File: config.mk
export PLATFORM = sky130hd
export DESIGN_NAME = pre_ram
export DESIGN_NICKNAME = d
export VERILOG_FILES = /design/src/design/pre_ram.sv
export SDC_FILE = /design/constraint.sdc
export NUM_CORES = 1
export LEC_CHECK = 0
export ABC_AREA = 1
export BUFFER_PORTS_ARGS = -buffer_cell sky130_fd_sc_hd__clkbuf_2
export CORE_ASPECT_RATIO = 1.1
export CORE_UTILIZATION = 25
export DETAILED_ROUTE_END_ITERATION = 8
export GPL_TIMING_DRIVEN = 0
export HOLD_SLACK_MARGIN = 0.06
export SLEW_MARGIN = 20
export SYNTH_ARGS = -nofsm -noshare
export SYNTH_HDL_FRONTEND = slang
export SYNTH_SLANG_ARGS = --single-unit
File: constraint.sdc
create_clock -name i_clk -period 7.1 [get_ports i_clk]
set_clock_uncertainty 0.05 [all_clocks]
set_input_delay 1.065 -clock i_clk [delete_from_list [all_inputs] [get_ports i_clk]]
set_output_delay 1.065 -clock i_clk [all_outputs]
set_load 0.02 [all_outputs]
File: src/design/pre_ram.sv
module pre_ram #(
    parameter int WIDTH = 16,
    parameter int DEPTH = 64
) (
    input  logic                     i_clk,
    input  logic                     i_we,
    input  logic [$clog2(DEPTH)-1:0] i_waddr,
    input  logic [WIDTH-1:0]         i_wdata,
    input  logic [$clog2(DEPTH)-1:0] i_raddr,
    output logic [WIDTH-1:0]         o_rdata
);
    logic [WIDTH-1:0] r_mem [DEPTH];

    always_ff @(posedge i_clk) begin
        if (i_we) begin
            r_mem[i_waddr] <= i_wdata;
        end
        o_rdata <= r_mem[i_raddr];
    end
endmodule

==> run metrics <==
outcome=complete, no violations; fin. max-slew vios=0; slowest stage delay, CP=0.98 ns; largest net degree at the start of global routing=53; Slew HR=0.258; core area=167000 um2; largest family of logic cells by synthesized area=simple AND/OR/NAND/NOR gates; total routed wirelength=139000 um; Critical path buffers and inverters=2; Final ANT Viol Nets=0; Met1 Wirelength=56100 um; Pre-antenna DRT Iters=6; Reg2Reg Setup Slack=5.30 ns; RSZ-0062 raised after global routing=false; Syn Inst Count=3517; CTS buffer count=108; I/O Pins=46; Avg Cell Area, Syn=12.0 um2; CTS tree=yes; Clock Sink Count=1040; DR iter-0 viols=3784; P&R area growth vs syn=18.5%; pwr dens=267 nW/um2; Seq pwr share=0.511; worst r2r src=r_mem[3][3]; Setup WS post-layout=3.99 ns; proportion of synthesized area in mux cells=0; Startpoint Class=input pin; area of the die=170000 um2; power share of the combinational group=0.074; hold path start=i_wdata[0]; final hold vios=0; area of the mapped netlist=42100 um2; total congestion overflow=0; drt via density=4.78; highest metal used=met5; Tcrit/Tclk final=0.437; sequential share of the synthesized area=0.738; Worst Hold End=r_mem[29][0]; Synth Register Bits=1040; post-synthesis compound-gate area fraction=0; net count after synthesis=3547; post-synthesis xor/xnor area fraction=0; share of post-route cells with drive strength above 1=0.134; r2r endpoint=o_rdata[3]; chip width=393 um; adder-cell area share of the yosys netlist=0; data arrival time of the worst path=3.37 ns; CP Capture Type=flop; reg2reg path depth=8; IO Port Bufs=37; Simple-Gate Fraction of Synth Area=0.227; max-cap viol count=0; Yosys cell types=16; Switching Share=0.237; Post-CTS Hold Fix Bufs=0; most frequent cells in the layout=nand2_1, edfxtp_1, nand3_1, buf_2, clkbuf_16; crit path max fanout=16; commonest non-fill, non-tap cell in the layout=nand2_1; CTS resizes=0; Sw Pwr=0.00316 W; worst hold slack=0.762 ns; nets=3778; Die Height=432 um; htree depth=3; # DRC=0; worst min path class=in -> reg; Worst-Skew Late Latency=0.71 ns; Least-Margin Pin Slew=1.11 ns; slowest CP cell=nor2_4; vias in the first global route=26900; delay-heaviest family, CP=simple AND/OR/NAND/NOR gates; met3 wire length=13300 um; FMAX=322 MHz; Tot GR Track Use=0.160; internal power consumption=0.0102 W; critical-path cell list=clkbuf_1, inv_1, nand4_1, nor2_4; GPL Wtd Cong=0.950; initial antenna violation count=20; synth warn=0; Starting Density=0.252; peak supply drop=0.180 mV; clk root buf=clkbuf_16; CTS Buffer Depth=3; Setup WS pre-CTS=3.39 ns; clock-pin slew of the registers on the worst-case setup and hold paths=0.06 ns; setup_tns=0 ns; metal2 WL=64600 um; critical path class=in -> reg; Routed WL per cell=22.8 um; Post-CTS Setup Bufs=0; total number of vias=29000; Leak=17.7 nW; dpl hpwl=97100 um; Period minus WS final=3.11 ns; first-pass GRT wire length=194000 um; Fillers=16800; CP required=7.37 ns; row count=157; hold path cells=1; Final setup violation count=0; clock group share of total power=0.414
cell families after synthesis:
logic type	after synthesis
buffers and inverters	237
and+or+nand+nor	2240
DFF	1040
flip-flops by register name, indices dropped and copies added, names as in the netlist:
register / cells
o_rdata: 16
r_mem: 1024
synthesized netlist by cell type (all sizes together):
cell | count | area [um2]
dfxtp | 16 | 320
edfxtp | 1024 | 30700
nand4 | 9 | 56.3
nand3 | 871 | 4360
clkbuf | 26 | 97.6
nor4 | 8 | 50.1
inv | 12 | 52.6
nand2 | 1296 | 4860
nor2 | 56 | 210
buf | 199 | 1340
worst max-delay path by stage:
stage,startpoint,end,slack [ns],cells after the start
global route,i_waddr[1],r_mem[4][3],3.98,5
detailed placement,i_waddr[1],r_mem[29][1],3.39,4
floorplan,i_we,r_mem[48][0],3.43,3
finish,i_waddr[1],r_mem[29][5],3.99,4
CTS,i_waddr[1],r_mem[29][5],4.12,4
global placement,i_we,r_mem[55][11],1.65,3
power by group through the flow:
stage	registers (W)	clock network, W	logic, W
global route	0.00681	0.00580	0.00104
CTS	0.00681	0.00557	0.000973
global placement	0.00695	0	0.000919
floorplan	0.00695	0	0.000455
finish	0.00681	0.00552	0.000989
detailed placement	0.00694	0	0.000970
metrics by stage:
stage          power, W  std cells   util  instance area [um2]
2_1_floorplan   0.00741       3517      -                42100
3_3_place_gp    0.00787       5780  0.270                45100
3_5_place_dp    0.00791       5864  0.278                46400
4_1_cts          0.0134       6067  0.299                49900
5_1_grt          0.0137       6067  0.299                49900
6_report         0.0133       6072  0.299                49900
per-layer routing:
| metal | GRT usage | vias up |
|---|---|---|
| met5 | 0 | - |
| met4 | 0.0509 | 22 |
| met3 | 0.0286 | 270 |
| met2 | 0.257 | 1557 |
| met1 | 0.218 | 14300 |
| li1 | - | 12900 |
final cells by class:
cell class | count | area (um2) | area share
tap | 2226 | 2790 | 0.0559
antenna | 5 | 12.5 | 0.000251
timing repair buffer | 121 | 1300 | 0.0260
inverter | 12 | 52.6 | 0.00105
buffer | 225 | 1440 | 0.0288
sequential | 1040 | 31100 | 0.623
clock buffer | 144 | 2880 | 0.0577
multi-input combinational | 2240 | 9790 | 0.196
clock inverter | 59 | 543 | 0.0109
Power figures use the tool's default switching activity.
